$ cat src/rtl/vrsp_pkg.sv
// Shared types and constants for the variable-rate sample player.
// No dependencies; every other rtl file imports this package.
package vrsp_pkg;

   localparam int SAMPLE_W   = 16;
   localparam int SPEED_W    = 24;
   localparam int SPEED_FRAC = 16;
   localparam int COUNT_W    = 17;

   localparam int CSR_INDEX_W = 1;
   localparam int CSR_DATA_W  = 17;
   localparam logic [CSR_INDEX_W-1:0] CSR_LOOP_ENABLE  = 1'd0;
   localparam logic [CSR_INDEX_W-1:0] CSR_SAMPLE_COUNT = 1'd1;

   localparam int Q_DEPTH = 2;
   localparam int Q_PTR_W = 1;
   localparam int Q_CNT_W = 2;

   typedef enum logic [1:0] {
      OP_LOAD    = 2'd0,
      OP_PLAY    = 2'd1,
      OP_RESTART = 2'd2
   } op_type;

   typedef enum logic {
      KIND_LOAD = 1'b0,
      KIND_PLAY = 1'b1
   } entry_kind_type;

   typedef enum logic {
      PH_FIRST  = 1'b0,
      PH_SECOND = 1'b1
   } phase_type;

   typedef struct packed {
      logic               loop_enable;
      logic [COUNT_W-1:0] sample_count;
   } cfg_type;

   typedef struct packed {
      logic full;
      logic empty;
   } queue_status_type;

endpackage

$ cat src/rtl/vrsp_queue.sv
// Two-entry queue between front and back end.
// Depends on vrsp_pkg for depth constants and the status struct.
module vrsp_queue #(
   parameter int ENTRY_W = 52
) (
   input  logic                       clock,
   input  logic                       reset,
   input  logic                       push,
   input  logic [ENTRY_W-1:0]         wdata,
   input  logic                       pop,
   output logic [ENTRY_W-1:0]         rdata,
   output vrsp_pkg::queue_status_type status
);
   import vrsp_pkg::*;

   logic [ENTRY_W-1:0] ent_ff [Q_DEPTH];
   logic [Q_PTR_W-1:0] wr_ptr_ff, rd_ptr_ff;
   logic [Q_CNT_W-1:0] cnt_ff;
   logic               do_push, do_pop;

   assign status.full  = (cnt_ff == Q_CNT_W'(Q_DEPTH));
   assign status.empty = (cnt_ff == '0);
   assign do_push      = push && !status.full;
   assign do_pop       = pop && !status.empty;
   assign rdata        = ent_ff[rd_ptr_ff];

   always_ff @(posedge clock) begin
      if (do_push) begin
         ent_ff[wr_ptr_ff] <= wdata;
      end
   end

   always_ff @(posedge clock) begin
      if (reset) begin
         wr_ptr_ff <= '0;
         rd_ptr_ff <= '0;
         cnt_ff    <= '0;
      end else begin
         if (do_push) wr_ptr_ff <= wr_ptr_ff + Q_PTR_W'(1);
         if (do_pop)  rd_ptr_ff <= rd_ptr_ff + Q_PTR_W'(1);
         cnt_ff <= cnt_ff + Q_CNT_W'(do_push) - Q_CNT_W'(do_pop);
      end
   end

endmodule

$ cat config.mk
export PLATFORM = sky130hd
export DESIGN_NAME = vrsp_queue
export DESIGN_NICKNAME = d
export VERILOG_FILES = /design/src/rtl/vrsp_pkg.sv /design/src/rtl/vrsp_queue.sv
export SDC_FILE = /design/constraint.sdc
export NUM_CORES = 1
export LEC_CHECK = 0
export BUFFER_PORTS_ARGS = -buffer_cell sky130_fd_sc_hd__clkbuf_2
export CAP_MARGIN = 20
export CELL_PAD_IN_SITES_DETAIL_PLACEMENT = 0
export CELL_PAD_IN_SITES_GLOBAL_PLACEMENT = 1
export CORE_ASPECT_RATIO = 0.7
export CORE_MARGIN = 4
export CORE_UTILIZATION = 47
export DETAILED_ROUTE_END_ITERATION = 10
export PLACE_DENSITY = 0.8
export SYNTH_ARGS = -nofsm -noshare
export SYNTH_HDL_FRONTEND = slang
export SYNTH_SLANG_ARGS = --single-unit
export TNS_END_PERCENT = 20
$ cat constraint.sdc
create_clock -name clock -period 3.8 [get_ports clock]
set_input_delay 0.19 -clock clock [delete_from_list [all_inputs] [get_ports clock]]
set_output_delay 0.19 -clock clock [all_outputs]
set_load 0.05 [all_outputs]
### Word-level counts from Yosys, hierarchy flattened

Memory sizes are Yosys's and may differ from the RTL's. A register that Yosys moved wholly into a read port is not among the register bits.
Cells that the tools add are included.

| operators by class | value |
|---|---|
| add/subtract/negate cells | 4 |
| equality and inequality tests | 1 |
| mux-type cells | 4 |
| reduce and logical (&&, ||, !) cells | 5 |

Operators by type and width:

| kind | number |
|---|---|
| two-way mux 1 bit | 4 |
| adder 1 bit (second input constant) | 2 |
| adder 2 x 1 -> 2 bit | 1 |
| == test 2 bit (second input constant) | 1 |
| logical AND 1 bit | 2 |
| logical NOT 1 bit | 2 |
| logical NOT 2 bit | 1 |
| subtractor 2 x 1 -> 2 bit | 1 |

| word-level totals | value |
|---|---|
| bits in registers | 4 |
| RAM bits | 104 |
| input port bits | 56 |
| output and inout port bits | 54 |
| word-level logic and storage cells | 18 |
| memories kept | 1 |

Memory list:

| memory | depth | width | read ports | clocked after memory_dff | wr ports | line | RTL |
|---|---|---|---|---|---|---|---|
| ent_ff | 2 | 52 | 1 | 1 | 1 | vrsp_queue.sv:16 | `logic [ENTRY_W-1:0] ent_ff [Q_DEPTH];` |

### Logic depth before layout (Yosys ltp)

| depth | value |
|---|---|
| depth after elaboration | 5 |
| depth in mapped cells | 8 |
| depth with buffers taken out | 8 |

### Worst setup path before layout

No wires, ideal clock.

| timing path | value |
|---|---|
| kind | register to register |
| start point | reg cnt_ff[0] |
| end point | mem ent_ff[0][0], enable pin |
| library setup time | 0.406 ns |
| arrival time | 1.978 ns |
| data required time | 3.394 ns |
| slack | 1.415 ns |
| stages on the path, launching flop included | 5 |
| buffers on the path | 0 |
| clock period less this slack | 2.385 ns |
| cell sequence | dfxtp_1 nand2b_2 inv_2 or3_1 inv_1 |

RTL lines:

| element | line | RTL |
|---|---|---|
| start, declared | vrsp_queue.sv:18 | `logic [Q_CNT_W-1:0] cnt_ff;` |
| start signal, assigned | vrsp_queue.sv:41 | `cnt_ff <= cnt_ff + Q_CNT_W'(do_push) - Q_CNT_W'(do_pop);` |
| end, declared | vrsp_queue.sv:16 |  |

==> run metrics <==
status completed; crit-path max FO 37; post-synth cell types 21; Worst Skew 4.03 ps; die height 85.0 microns; sequential area share after synthesis 0.809; top post-synthesis cells by count edfxtp_1, mux2_2, buf_4, dfxtp_1, nor2_1; root buf cell clkbuf_16; Hold Crit Class in2reg; Gate Count Post-Synth 189; crit path cell chain buf_4 -> mux2_2 -> clkbuf_2; power share of the clock group 0.242; Initial Util 0.496; post-DR wirelength/cell 16.5 microns; Setup Viol. Count Final 0; Int Pwr 2.52 mW; Synth Area per Inst 21.1 sq um; R2R setup slack 1830 ps; Yosys top cell area share 0.784; CTS HTree Levels 3; Net Switching 1.55 mW; row count 27; CTS resizes 0; Gate power share 0.357; Synthesis Warnings 0; IR drop worst, VDD 0.451 mV; Overall Power 4.07 mW; Tmin final 2470 ps; Mapped Area 3990 sq um; max cap viols 0; layout cell share with drive strength beyond 1 0.595; post-route ant nets 0; met2 usage 0.213; crit path launch type flop; initial antenna violation count 0; setup bufs post-CTS 0; Switching Share 0.381; Vias 2046; n_diodes 0; Rel. slew slack 0.398; total wire length 6.80 mm; GRT busiest layer met2; Global Route Usage Sum 0.140; crit-path max cell delay 920 ps; RSZ-0062 raised after global routing no; cts hold-fix bufs 0; Leakage 1.91 nW; first-pass detailed-route iteration total 4; Tcrit/Tclk final 0.650; Worst-Margin Slew 903 ps; clock buffer depth 2; Die X 118 microns; first-pass GRT wire length 10.7 mm; Hold Path Depth 1; met3 GRT Util 0.0720; max frequency 405 MHz; asr flop ratio synth 0; I/O Buffers 109; GPL Wtd Cong 0.676; Mapped Nets 247; CTS Sinks 109; CP max-delay cell dfxtp_2; I/O Pins 110; sequential standard cell area 3220 sq um; Clock transition at path regs 70 ps; vias in the first global route 2162; P&R area growth vs syn 24.8%; Final nets 364; total grt overflow 0; pwr/cell area 818 nW/um^2; most area-consuming cells after synthesis edfxtp_1, mux2_2, dfxtp_1; Die ar. 10000 sq um; cell with the most instances after synthesis edfxtp_1; residual DRC count 0; r2r startpoint cnt_ff[0]$_SDFF_PP0_; Starting DRT DRC Count 82; EDFF count, synth 104; pin count of the biggest net entering global routing 53; Filler Cell Count 609; FF-to-FF path depth 3; element type at the critical path end output pin; final slew viol count 0; Crit Path Class reg2out; R2R Path End ent_ff[1][49]$_DFFE_PP_; M1 GR Usage 0.176; clock tree from TritonCTS done; final hold violation count 0; register share of total power 0.401; Setup TNS 0 ps; Main synth FF type edfxtp_1; clock buffer count from CTS 9; Placeable Area 8040 sq um; synthesized flop and latch total 109; area of the multi-input gates 704 sq um; Worst Path Arrival 2280 ps; Yosys top cell by area edfxtp_1; Worst EP required 3610 ps; clk_lat worst skew 340 ps; vias per inst 4.97; Worst Setup EP rdata[23]
==> metrics by stage <==
step	util	instance area [sq um]	instances	hold slack [ps]	setup slack (ps)
6_report	0.619	4970	412	35.2	1330
5_1_grt	0.619	4970	412	19.8	1220
4_1_cts	0.616	4950	411	22.6	1280
3_5_place_dp	0.576	4630	395	382	1600
3_3_place_gp	0.576	4630	395	380	1670
2_1_floorplan	-	3990	189	259	1420
==> worst max-delay path, delay by kind of cell, from the launching register on <==
kind                   cells  cell delay [ps]
muxes                      1              390
buffers and inverters      2              620
DFF                        1              920
==> cell families after synthesis <==
group,Yosys count,share of synthesized area
flip-flops,109,0.809
multiplexers,52,0.147
AND/OR/NAND/NOR,11,0.0148
buffers and inverters,10,0.0144
AO/OA/AOI/OAI,3,0.00439
XOR/XNOR,2,0.00440
adder cells (fa/ha/maj),2,0.00628
==> final cells by class <==
cell class,count,share of cell area
Timing Repair Buffer,112,0.117
Sequential cell,109,0.648
Clock inverter,7,0.0196
Multi-Input combinational cell,70,0.142
Tap cell,101,0.0254
Inverter,4,0.00302
Clock buffer,9,0.0453
==> worst min path at each step <==
stage,startpoint,end,slack (ps)
after floorplan,reset,wr_ptr_ff$_SDFFE_PP0P_,260
after global placement,wdata[24],ent_ff[1][24]$_DFFE_PP_,380
after detailed placement,wdata[20],ent_ff[1][20]$_DFFE_PP_,380
after CTS,wdata[20],ent_ff[1][20]$_DFFE_PP_,20
after global routing,wdata[19],ent_ff[0][19]$_DFFE_PP_,20
final,wdata[21],ent_ff[1][21]$_DFFE_PP_,40
==> cell usage in the layout (no fill, tap or decap) <==
cell        instances
buf_4               2
nor2b_1             1
and2_1              1
clkinv_2            1
edfxtp_1          104
or3_1               1
a21oi_1             1
clkbuf_2          109
inv_6               2
nand2_1             1
ha_1                2
bufinv_16           2
o21ai_0             1
dfxtp_2             1
inv_1               2
o21a_1              1
mux2_2             52
nor3_1              1
clkinvlp_4          2
nand2b_2            1
inv_2               2
buf_12              1
and3_2              1
clkbuf_16           9
xnor2_1             1
xor2_1              1
dfxtp_1             4
nor2_1              4
==> power groups by stage <==
stage / combinational [mW] / sequential, mW / clock (mW)
4_1_cts: 1.46 / 1.64 / 1.00
2_1_floorplan: 1.21 / 1.59 / 0
3_5_place_dp: 1.45 / 1.67 / 0
3_3_place_gp: 1.45 / 1.66 / 0
5_1_grt: 1.53 / 1.66 / 1.05
6_report: 1.45 / 1.63 / 0.983
==> routing by layer <==
metal	part of all wire	vias to the layer above
li1	-	969
met1	0.45	981
met2	0.43	86
met3	0.098	10
met4	0.014	0
met5	0	-
==> sequential cells by signal, indices dropped and copies added, names as in the netlist, named ones only <==
name / count
cnt_ff: 2
ent_ff: 104
rd_ptr_ff: 1
wr_ptr_ff: 1
Power figures use the tool's default switching activity.
