File: src/rtl/vrsp_pkg.sv
// Shared types and constants for the variable-rate sample player.
// No dependencies; every other rtl file imports this package.
package vrsp_pkg;

   localparam int SAMPLE_W   = 16;
   localparam int SPEED_W    = 24;
   localparam int SPEED_FRAC = 16;
   localparam int COUNT_W    = 17;

   localparam int CSR_INDEX_W = 1;
   localparam int CSR_DATA_W  = 17;
   localparam logic [CSR_INDEX_W-1:0] CSR_LOOP_ENABLE  = 1'd0;
   localparam logic [CSR_INDEX_W-1:0] CSR_SAMPLE_COUNT = 1'd1;

   localparam int Q_DEPTH = 2;
   localparam int Q_PTR_W = 1;
   localparam int Q_CNT_W = 2;

   typedef enum logic [1:0] {
      OP_LOAD    = 2'd0,
      OP_PLAY    = 2'd1,
      OP_RESTART = 2'd2
   } op_type;

   typedef enum logic {
      KIND_LOAD = 1'b0,
      KIND_PLAY = 1'b1
   } entry_kind_type;

   typedef enum logic {
      PH_FIRST  = 1'b0,
      PH_SECOND = 1'b1
   } phase_type;

   typedef struct packed {
      logic               loop_enable;
      logic [COUNT_W-1:0] sample_count;
   } cfg_type;

   typedef struct packed {
      logic full;
      logic empty;
   } queue_status_type;

endpackage

File: src/rtl/vrsp_front.sv
// Front end: accepts requests, tracks load pointer and read position, turns each
// play and each load that fits the store into a queue entry. Depends on vrsp_pkg.
module vrsp_front #(
   parameter int ADDR_BITS = 16,
   parameter int FRAC_BITS = 16
) (
   input  logic                                   clock,
   input  logic                                   reset,
   input  vrsp_pkg::cfg_type                      cfg,
   input  logic                                   req_tvalid,
   output logic                                   req_tready,
   input  logic [39:0]                            req_tdata,
   input  logic [1:0]                             req_tuser,
   input  vrsp_pkg::queue_status_type             q_status,
   output logic                                   q_push,
   output logic [ADDR_BITS+FRAC_BITS+vrsp_pkg::SAMPLE_W+3:0] q_wdata
);
   import vrsp_pkg::*;

   localparam int PW  = ADDR_BITS + 1 + FRAC_BITS;
   localparam int IW  = ADDR_BITS + 1;
   localparam int CW  = ((IW > COUNT_W) ? IW : COUNT_W) + 1;
   localparam int SHL = (FRAC_BITS >= SPEED_FRAC) ? FRAC_BITS - SPEED_FRAC : 0;
   localparam int SHR = (FRAC_BITS >= SPEED_FRAC) ? 0 : SPEED_FRAC - FRAC_BITS;
   localparam logic [CW-1:0] DEPTH_CW = CW'(1) << ADDR_BITS;

   typedef struct packed {
      entry_kind_type          kind;
      logic                    ended;
      logic                    v1;
      logic                    v2;
      logic [ADDR_BITS-1:0]    addr;
      logic [FRAC_BITS-1:0]    frac;
      logic [SAMPLE_W-1:0]     data;
   } entry_type;

   logic [PW-1:0]       pos_ff, pos_in;
   logic [IW-1:0]       ptr_ff, ptr_in;
   logic [SAMPLE_W-1:0] load_sample;
   logic [SPEED_W-1:0]  speed;
   op_type              op;
   logic                accept;
   logic [PW-1:0]       inc;
   logic [PW:0]         sum_ext;
   logic [PW-1:0]       adv;
   logic [IW-1:0]       ipart;
   logic                past_end, wrap;
   logic [CW-1:0]       a1, a2, count_cw;
   entry_type           entry;

   assign load_sample = req_tdata[15:0];
   assign speed       = req_tdata[39:16];
   assign op          = op_type'(req_tuser);
   assign req_tready  = !q_status.full;
   assign accept      = req_tvalid && req_tready;
   assign count_cw    = CW'(cfg.sample_count);

   always_comb begin
      // Align Q8.16 speed to the position's fraction, then advance and saturate.
      inc      = PW'(PW'(speed >> SHR) << SHL);
      sum_ext  = {1'b0, pos_ff} + {1'b0, inc};
      adv      = sum_ext[PW] ? '1 : sum_ext[PW-1:0];
      ipart    = adv[PW-1:FRAC_BITS];
      past_end = CW'(ipart) > count_cw;
      wrap     = past_end && cfg.loop_enable;

      entry       = '0;
      entry.kind  = KIND_PLAY;
      entry.ended = past_end && !cfg.loop_enable;
      entry.frac  = wrap ? '0 : adv[FRAC_BITS-1:0];
      a1          = (wrap ? '0 : CW'(ipart)) + CW'(1);
      a2          = a1 + CW'(1);
      entry.addr  = a1[ADDR_BITS-1:0];
      entry.v1    = !entry.ended && (a1 < count_cw) && (a1 < DEPTH_CW);
      entry.v2    = !entry.ended && (a2 < count_cw) && (a2 < DEPTH_CW);

      pos_in = pos_ff;
      ptr_in = ptr_ff;
      q_push = 1'b0;
      case (op)
         OP_LOAD: begin
            entry.kind = KIND_LOAD;
            entry.addr = ptr_ff[ADDR_BITS-1:0];
            entry.data = load_sample;
            if (!ptr_ff[ADDR_BITS]) begin
               q_push = accept;
               ptr_in = ptr_ff + IW'(1);
            end
         end
         OP_PLAY: begin
            q_push = accept;
            pos_in = wrap ? '0 : adv;
         end
         OP_RESTART: begin
            pos_in = '0;
            ptr_in = '0;
         end
         default: begin
         end
      endcase
   end

   assign q_wdata = entry;

   always_ff @(posedge clock) begin
      if (reset) begin
         pos_ff <= '0;
         ptr_ff <= '0;
      end else if (accept) begin
         pos_ff <= pos_in;
         ptr_ff <= ptr_in;
      end
   end

endmodule

File: config.mk
export PLATFORM = sky130hd
export DESIGN_NAME = vrsp_front
export DESIGN_NICKNAME = d
export VERILOG_FILES = /design/src/rtl/vrsp_pkg.sv /design/src/rtl/vrsp_front.sv
export SDC_FILE = /design/constraint.sdc
export NUM_CORES = 1
export LEC_CHECK = 0
export BUFFER_PORTS_ARGS = -buffer_cell sky130_fd_sc_hd__buf_2
export CAP_MARGIN = 20
export CORE_ASPECT_RATIO = 0.6
export CORE_MARGIN = 3
export CORE_UTILIZATION = 49
export CTS_CLUSTER_DIAMETER = 100
export DETAILED_ROUTE_END_ITERATION = 8
export PLACE_DENSITY = 0.79
export SYNTH_ARGS = -nofsm -noshare
export SYNTH_HDL_FRONTEND = slang
export SYNTH_SLANG_ARGS = --single-unit
File: constraint.sdc
create_clock -name clock -period 25.5 [get_ports clock]
set_input_delay 2.55 -clock clock [delete_from_list [all_inputs] [get_ports clock]]
set_output_delay 2.55 -clock clock [all_outputs]
set_load 0.05 [all_outputs]
Word-level counts from Yosys, hierarchy flattened
Cells that the tools add are included.

Input port bits: 65. Bits in registers: 50.

$lt $le $gt $ge: 5. Reductions and logical operators: 16. Muxes and demuxes: 12. Eq/ne operators: 3. Add/sub/neg operators: 4.

Operators by type and width (number): $mux 33 (2); $pmux 33 s2 (1); $mux 16 (3); $lt 18x17->1 (2); $lt 18x17->1 const B (2); $add 33x24->34 (1); $mux 17 (2); $pmux 17 s2 (1); $add 17x1->18 const B (1); $add 18x1->18 const B (1); $add 17x1->17 const B (1); $gt 17x17->1 (1); $logic_and 1x1->1 (7); $reduce_and 2->1 (2); $reduce_bool 2->1 (2); $logic_not 1->1 (3); $reduce_and 3->1 (1); $eq 2x1->1 const B (1); $eq 2x2->1 const B (1); $logic_not 2->1 (1); $mux 1 (2); $ne 2x2->1 const B (1); $pmux 1 s2 (1).

Logic depth before layout (Yosys ltp)
Gate-level depths: netlist of the first run.

Depth in word-level cells: 10. Gate-level depth with buffers: 39. Depth with buffers taken out: 37.

Worst setup path after synthesis of the first run
Ideal clock, no wire load.

Path kind: input to output. Start: input req_tdata[22]. End: output q_wdata[49] in the netlist's numbering. Arrival time: 11207 ps. Setup slack: 11743 ps. Stages: 35. Path through: ha_1 > buf_4 > a21oi_1 > o21ai_0 > a221oi_2 > nand4_1 > and3_1 > clkbuf_8 > or4_1 > nand2_1 > inv_1 > ha_1 > nand4_1 > or4_1 > o211ai_1 > o22ai_1 > clkbuf_8 > clkbuf_1 > a21oi_1 > ha_1 > inv_1 > nor4_1 > a211oi_4 > ha_1 > a21o_1 > a21o_1 > a21o_1 > a21o_1 > a21o_1 > a21oi_1 > a21boi_0 > o21a_1 > o21ai_0 > a21oi_1 > nor4b_1.

Longest elaborated chain between the ends: 9.

RTL lines: start: declaration (line vrsp_front.sv:12) `input logic [39:0] req_tdata,`; $add 33x24->34 (*) (line vrsp_front.sv:61) `sum_ext = {1'b0, pos_ff} + {1'b0, inc};`; $mux 33 (*) (line vrsp_front.sv:62) `adv = sum_ext[PW] ? '1 : sum_ext[PW-1:0];`; $gt 17x17->1 (line vrsp_front.sv:64) `past_end = CW'(ipart) > count_cw;`; $logic_and 1x1->1 (line vrsp_front.sv:65) `wrap = past_end && cfg.loop_enable;`; $mux 17 (line vrsp_front.sv:71) `a1 = (wrap ? '0 : CW'(ipart)) + CW'(1);`; $add 17x1->18 (line vrsp_front.sv:71); $lt 18x17->1 (line vrsp_front.sv:74) `entry.v1 = !entry.ended && (a1 < count_cw) && (a1 < DEPTH_CW);`; $logic_and 1x1->1 (line vrsp_front.sv:74); $logic_and 1x1->1 (*) (line vrsp_front.sv:74); end: declaration (line vrsp_front.sv:16) `output logic [ADDR_BITS+FRAC_BITS+vrsp_pkg::SAMPLE_W+3:0] q_wdata`.

Every way passes the cells marked *; elsewhere a longest branch is shown, timed or not.

Worst setup path in the final report of the first run
Start: input req_tdata[24]. End: output q_wdata[48] in the netlist's numbering.

Longest elaborated chain between the ends: 10.

RTL lines: $add 33x24->34 (*) (line vrsp_front.sv:61); $mux 33 (*) (line vrsp_front.sv:62); $gt 17x17->1 (line vrsp_front.sv:64); $logic_and 1x1->1 (line vrsp_front.sv:65); $mux 17 (line vrsp_front.sv:71); $add 17x1->18 (line vrsp_front.sv:71); $add 18x1->18 (line vrsp_front.sv:72) `a2 = a1 + CW'(1);`; $lt 18x17->1 (line vrsp_front.sv:75) `entry.v2 = !entry.ended && (a2 < count_cw) && (a2 < DEPTH_CW);`; $logic_and 1x1->1 (line vrsp_front.sv:75); $logic_and 1x1->1 (*) (line vrsp_front.sv:75).

Marked as above.

==> flow_summary.yaml, run 1 <==
yosys:
  synth_top_area_share_pct: 15.2
  synth_seq_cells: 50
  ys_seq_area_share_pct: 15.2
  synth_top_family_by_area: "compound AO/OA/AOI/OAI gates"
  ys.flop_type: "dfxtp_1"
  yosysTopAreaCell: "dfxtp_1"
  synthArstFlopShare_pct: 0
  ys_warn_count: 0
  synthSimpleGateAreaFrac_pct: 26.4
  synthMuxAreaShare_pct: 2.22
  synth_edf_count: 0
  yosys-top-cells-count: "nor2_1, ha_1, nand2_1"
  synth_fa_ha_area_share_pct: 15.5
  synthXorXnorAreaFrac_pct: 5.27
  synth.most_common_cell: "nor2_1"
  synth_compound_area_share_pct: 29.2
  synthTopCellsByArea: "dfxtp_1, ha_1, nor2_1"
  synth_nets: 1033
  synth_area_per_cell_um2: 7.45
  synthCells: 887
  synth.cell_area_um2: 6610
  yosysUniqueCellTypes: 94
floorplan:
  core-area_um2: 13000
  dieHeight_um: 95.9
  dieArea_um2: 15000
  ios: 119
  rows: 32
  fp.dieW_um: 156
  start_util_pct: 50.8
timing:
  drv_slew: 0
  fin_crit_ns: 14.72
  relSlewSlack_pct: 27.5
  finalHoldWorstSlack_ns: 0.522
  hold_viol: 0
  tns_ns: 0
  max_freq_mhz: 67.9
  period_share_pct: 57.7
  finalClockSkew_ns: 0.00797
  setup_violations: 0
  setup_slack_ns: 10.78
  worstMarginPinSlew_ns: 1.06
  rsz0062_at_grt: "no"
drt:
  drcViolationCount: 0
  routed_wl_um: 20000
  wire_per_inst_um: 17.6
  drt_iter0_drc: 802
  drtPass1Iterations: 6
  vias: 7109
  vias_per_cell: 6.23
  antenna_left: 0
placed_design:
  gp_congestion: 0.960
  numPortBuffers: 117
  dp_hpwl_um: 16000
  dp_cells: 1133
  dp_worst_setup_slack_ns: 10.99
finish:
  stdcell_count: 1141
  fill_cells: 1249
  area_growth_syn_to_layout_pct: 11.3
  nets: 1116
  diodes: 0
  final_util_pct: 56.5
  seq_area_um2: 1000
  drive_gt1_share_pct: 19.2
  multi_input_area_um2: 5200
clock_network:
  h-tree-depth: 2
  clockRootBuffer: "clkbuf_16"
  clockBufferDepth: 2
  cts_tree: "yes"
  insertion_delay_ns: 0.30
  holdBufCountCts: 0
  clkTransAtPathRegs_ns: 0.08
  cts_made_buffers: 5
  postCtsSetupBuffers: 0
  numClockSinks: 50
  ctsResizeCount: 0
critical_path:
  crit_path_end_kind: "primary output"
  critPathRequiredTime_ns: 22.95
  cpPeakStageDelay_ns: 0.60
  cpMaxStageDelayCell: "or4_1"
  arrival_ns: 12.17
  critPathMostFrequentCell: "ha_1"
  crit_fanout: 28
  crit_family: "simple AND/OR/NAND/NOR gates"
  critPathKind: "in2out"
  worst-path-buf-inv: 5
  reg2reg_slack_ns: 19.03
  worstSetupStartpointType: "primary input"
global_routing:
  grt_pass1_vias: 6005
  overflow: 0
  grt_pass1_wl_um: 31500
  gr-usage-all-layers_pct: 25.9
  grt_max_degree: 51
  antenna_found_initial: 1
power:
  internal-power_w: 0.000154
  pwr-share-clk_pct: 26.6
  seqPwrFrac_pct: 30.1
  combPwrFrac_pct: 43.2
  leakage_nw: 3.38
  pwr_density_cell_nw_per_um2: 36.3
  power.switching_w: 0.000113
  p_sw_share_pct: 42.2
  ir_worst_vdd_mv: 0.0273
flow_run:
  maxCapViolCount: 0
outcome:
  outcome: "finished clean"
min_path:
  hold_path.class: "reg2reg"
layer usage:
metal,track usage [%],wire length (µm),part of all wire [%],up-vias
met5,0,13,0.065,-
met4,2.72,120,0.60,2
met3,6.15,2150,11,18
met2,35.1,7860,39,329
met1,41.4,9900,49,3303
li1,-,-,-,3457
power groups by stage:
| stage | Clock [W] | Combinational, W | Sequential (W) |
|---|---|---|---|
| 6_report | 0.0000711 | 0.000115 | 0.0000804 |
| 5_1_grt | 0.0000757 | 0.000125 | 0.0000806 |
| 4_1_cts | 0.0000723 | 0.000114 | 0.0000804 |
| 3_5_place_dp | 0 | 0.000113 | 0.0000823 |
| 3_3_place_gp | 0 | 0.000111 | 0.0000822 |
| 2_1_floorplan | 0 | 0.0000861 | 0.0000819 |
tightest hold or removal path: stages (launching register included):
cell	delay, ns
dfxtp_1	0.33
a22oi_1	0.08
nor2_1	0.08
sequential cells by signal (all words and copies together) (netlist names):
| signal | count |
|---|---|
| ptr_ff | 17 |
| pos_ff | 33 |
placed cells by master (no fill, tap or decap), types with 6 or more instances in the layout:
| master | count |
|---|---|
| a211oi_1 | 8 |
| a21o_1 | 13 |
| a21oi_1 | 70 |
| a22oi_1 | 40 |
| a311oi_1 | 7 |
| a31oi_1 | 13 |
| and2_1 | 26 |
| and3_1 | 12 |
| and4_1 | 6 |
| buf_2 | 117 |
| dfxtp_1 | 50 |
| ha_1 | 80 |
| inv_1 | 42 |
| mux2_2 | 8 |
| nand2_1 | 71 |
| nand3_1 | 26 |
| nand4_1 | 26 |
| nor2_1 | 100 |
| nor2b_1 | 6 |
| nor3_1 | 17 |
| o211ai_1 | 13 |
| o21a_1 | 13 |
| o21ai_0 | 46 |
| or2_2 | 7 |
| or3_1 | 6 |
| xnor2_1 | 20 |
| xor2_1 | 16 |
final cells by class:
cell class | count | share of cell area, %
Clock inverter | 3 | 0.391
Tap cell | 170 | 2.89
Inverter | 44 | 2.25
Sequential cell | 50 | 13.6
Multi-Input combinational cell | 747 | 70.7
Clock buffer | 5 | 1.70
Timing Repair Buffer | 122 | 8.47
cells by family after synthesis:
logic type	Yosys count
XOR/XNOR	38
AO/OA/AOI/OAI	278
flip-flops	50
AND/OR/NAND/NOR	338
buffers and inverters	90
multiplexers	12
adder cells (fa/ha/maj)	81
worst paths after layout:
kind	startpoint	to	cells past startpoint
setup / recovery	req_tdata[24]	q_wdata[48]	35
hold / removal	pos_ff[2]$_SDFFE_PP0P_	pos_ff[2]$_SDFFE_PP0P_	2
setup reg to reg	pos_ff[8]$_SDFFE_PP0P_	pos_ff[20]$_SDFFE_PP0P_	18
hold reg to reg	pos_ff[2]$_SDFFE_PP0P_	pos_ff[2]$_SDFFE_PP0P_	2
through the flow:
step	power, W	instance area [µm²]
floorplan	0.000168	6610
global placement	0.000194	7200
detailed placement	0.000195	7200
CTS	0.000266	7350
global route	0.000281	7350
finish	0.000267	7350
Note: power is estimated with default switching activity, not from simulation.
==> run 2: changes to the inputs <==
==> constraint.sdc (replaced) <==
create_clock -name clock -period 15.25 [get_ports clock]
set_input_delay 1.525 -clock clock [delete_from_list [all_inputs] [get_ports clock]]
set_output_delay 1.525 -clock clock [all_outputs]
set_load 0.05 [all_outputs]
==> run 2 against run 1 <==
Flip-flop and latch count unchanged. Core utilization unchanged. Critical path depth decreased by 2.
==> flow_summary.yaml, run 2 (synthesized netlist as in run 1, its figures left out) <==
outcome:
  outcome: "finished clean"
critical_path:
  reg2regPathDepth: 16
  arrival_ns: 11.02
  reg2reg_slack_ns: 8.94
  worstSetupStartpointType: "primary input"
  crit_fanout: 28
  crit_path_end_kind: "primary output"
  critPathMostFrequentCell: "ha_1"
  cpPeakStageDelay_ns: 0.88
  critPathKind: "in2out"
  cpMaxStageDelayCell: "a2111oi_0"
  critPathRequiredTime_ns: 13.73
global_routing:
  antenna_found_initial: 1
  grt_pass1_wl_um: 31700
  gr-usage-all-layers_pct: 25.9
  grt_max_degree: 51
  grt_pass1_vias: 6235
  overflow: 0
power:
  ir_worst_vdd_mv: 0.0546
  leakage_nw: 3.38
  power.switching_w: 0.000188
  pwr_density_cell_nw_per_um2: 60.6
  p_sw_share_pct: 42.1
  power_w: 0.000446
  seqPwrFrac_pct: 30.2
  combPwrFrac_pct: 43.2
  internal-power_w: 0.000258
  pwr-share-clk_pct: 26.6
floorplan:
  fp.dieW_um: 156
  dieArea_um2: 15000
  start_util_pct: 50.8
  rows: 32
  core-area_um2: 13000
  dieHeight_um: 95.9
  ios: 119
finish:
  multi_input_area_um2: 5200
  top_register: "pos_ff"
  nets: 1116
  fill_cells: 1248
  largest_reg_flops: 33
  final_common_cell: "buf_2"
  reg_top3: "pos_ff x33, ptr_ff x17"
  area_growth_syn_to_layout_pct: 11.3
  seq_area_um2: 1000
  drive_gt1_share_pct: 19.2
  final_util_pct: 56.5
  layout_common_cells: "buf_2, nor2_1, ha_1, nand2_1, a21oi_1"
  finalInstanceArea_um2: 7350
  diodes: 0
timing:
  drv_slew: 0
  relSlewSlack_pct: 31.7
  hold_viol: 0
  worstMarginPinSlew_ns: 0.999
  setup_slack_ns: 2.70
  setup_violations: 0
  fin_crit_ns: 12.55
  tns_ns: 0
  period_share_pct: 82.3
  finalClockSkew_ns: 0.0100
  rsz0062_at_grt: "no"
  max_freq_mhz: 79.7
drt:
  drtPass1Iterations: 6
  antenna_left: 0
  drcViolationCount: 0
  drt_iter0_drc: 722
  vias_per_cell: 6.11
  wire_per_inst_um: 17.4
  vias: 6973
  routed_wl_um: 19900
clock_network:
  clkTransAtPathRegs_ns: 0.07
  numClockSinks: 50
  insertion_delay_ns: 0.30
  cts_tree: "yes"
  ctsResizeCount: 0
  h-tree-depth: 2
  cts_made_buffers: 5
  clockBufferDepth: 2
  postCtsSetupBuffers: 0
  holdBufCountCts: 0
  clockRootBuffer: "clkbuf_16"
placed_design:
  dp_hpwl_um: 16100
  dp_worst_setup_slack_ns: 2.92
  numPortBuffers: 117
  placed_area_um2: 7200
  gp_congestion: 0.966
flow_run:
  maxCapViolCount: 0
min_path:
  hold_path.class: "reg2reg"
  hold_path_depth: 2
-- run 2: cell counts in the layout (fill, tap and decap cells not counted) --
Identical to the previous run, type by type.
-- run 2: worst max-delay path, delay by kind of cell --
family | cells | cell delay (ns)
adder cells (fa/ha/maj) | 4 | 1.29
multiplexers | 2 | 0.37
buffers and inverters | 4 | 0.80
XOR/XNOR | 1 | 0.20
AND/OR/NAND/NOR | 11 | 3.13
AO/OA/AOI/OAI | 11 | 3.68
-- run 2: final cells by class --
class | instances | area share, %
tap | 170 | 2.89
clock inverter | 3 | 0.391
clock buffer | 5 | 1.70
sequential | 50 | 13.6
inverter | 44 | 2.25
timing repair buffer | 122 | 8.47
multi-input combinational | 747 | 70.7
-- run 2: stage by stage --
step / instances / hold WS (ns)
final: 1141 / 0.523
after global routing: 1141 / 0.548
after CTS: 1141 / 0.516
after detailed placement: 1133 / 0.503
after global placement: 1133 / 0.500
after floorplan: 887 / 0.463
-- run 2: final timing paths --
| check | start | to |
|---|---|---|
| setup / recovery | req_tdata[24] | q_wdata[48] |
| setup reg to reg | pos_ff[8]$_SDFFE_PP0P_ | pos_ff[28]$_SDFFE_PP0P_ |
| hold / removal | pos_ff[14]$_SDFFE_PP0P_ | pos_ff[14]$_SDFFE_PP0P_ |
| hold reg to reg | pos_ff[14]$_SDFFE_PP0P_ | pos_ff[14]$_SDFFE_PP0P_ |
-- run 2: routing by layer --
| layer | GRT usage, % | vias up | share of wire, % |
|---|---|---|---|
| li1 | - | 3451 | - |
| met1 | 39.7 | 3183 | 51 |
| met2 | 37.2 | 323 | 39 |
| met3 | 7.01 | 14 | 10 |
| met4 | 2.42 | 2 | 0.47 |
| met5 | 0 | - | 0.065 |
-- run 2: power by group through the flow --
stage	logic (W)	clock network [W]	registers (W)
detailed placement	0.000188	0	0.000138
global placement	0.000186	0	0.000137
global route	0.000209	0.000125	0.000135
finish	0.000193	0.000119	0.000135
CTS	0.000190	0.000121	0.000135
floorplan	0.000144	0	0.000137
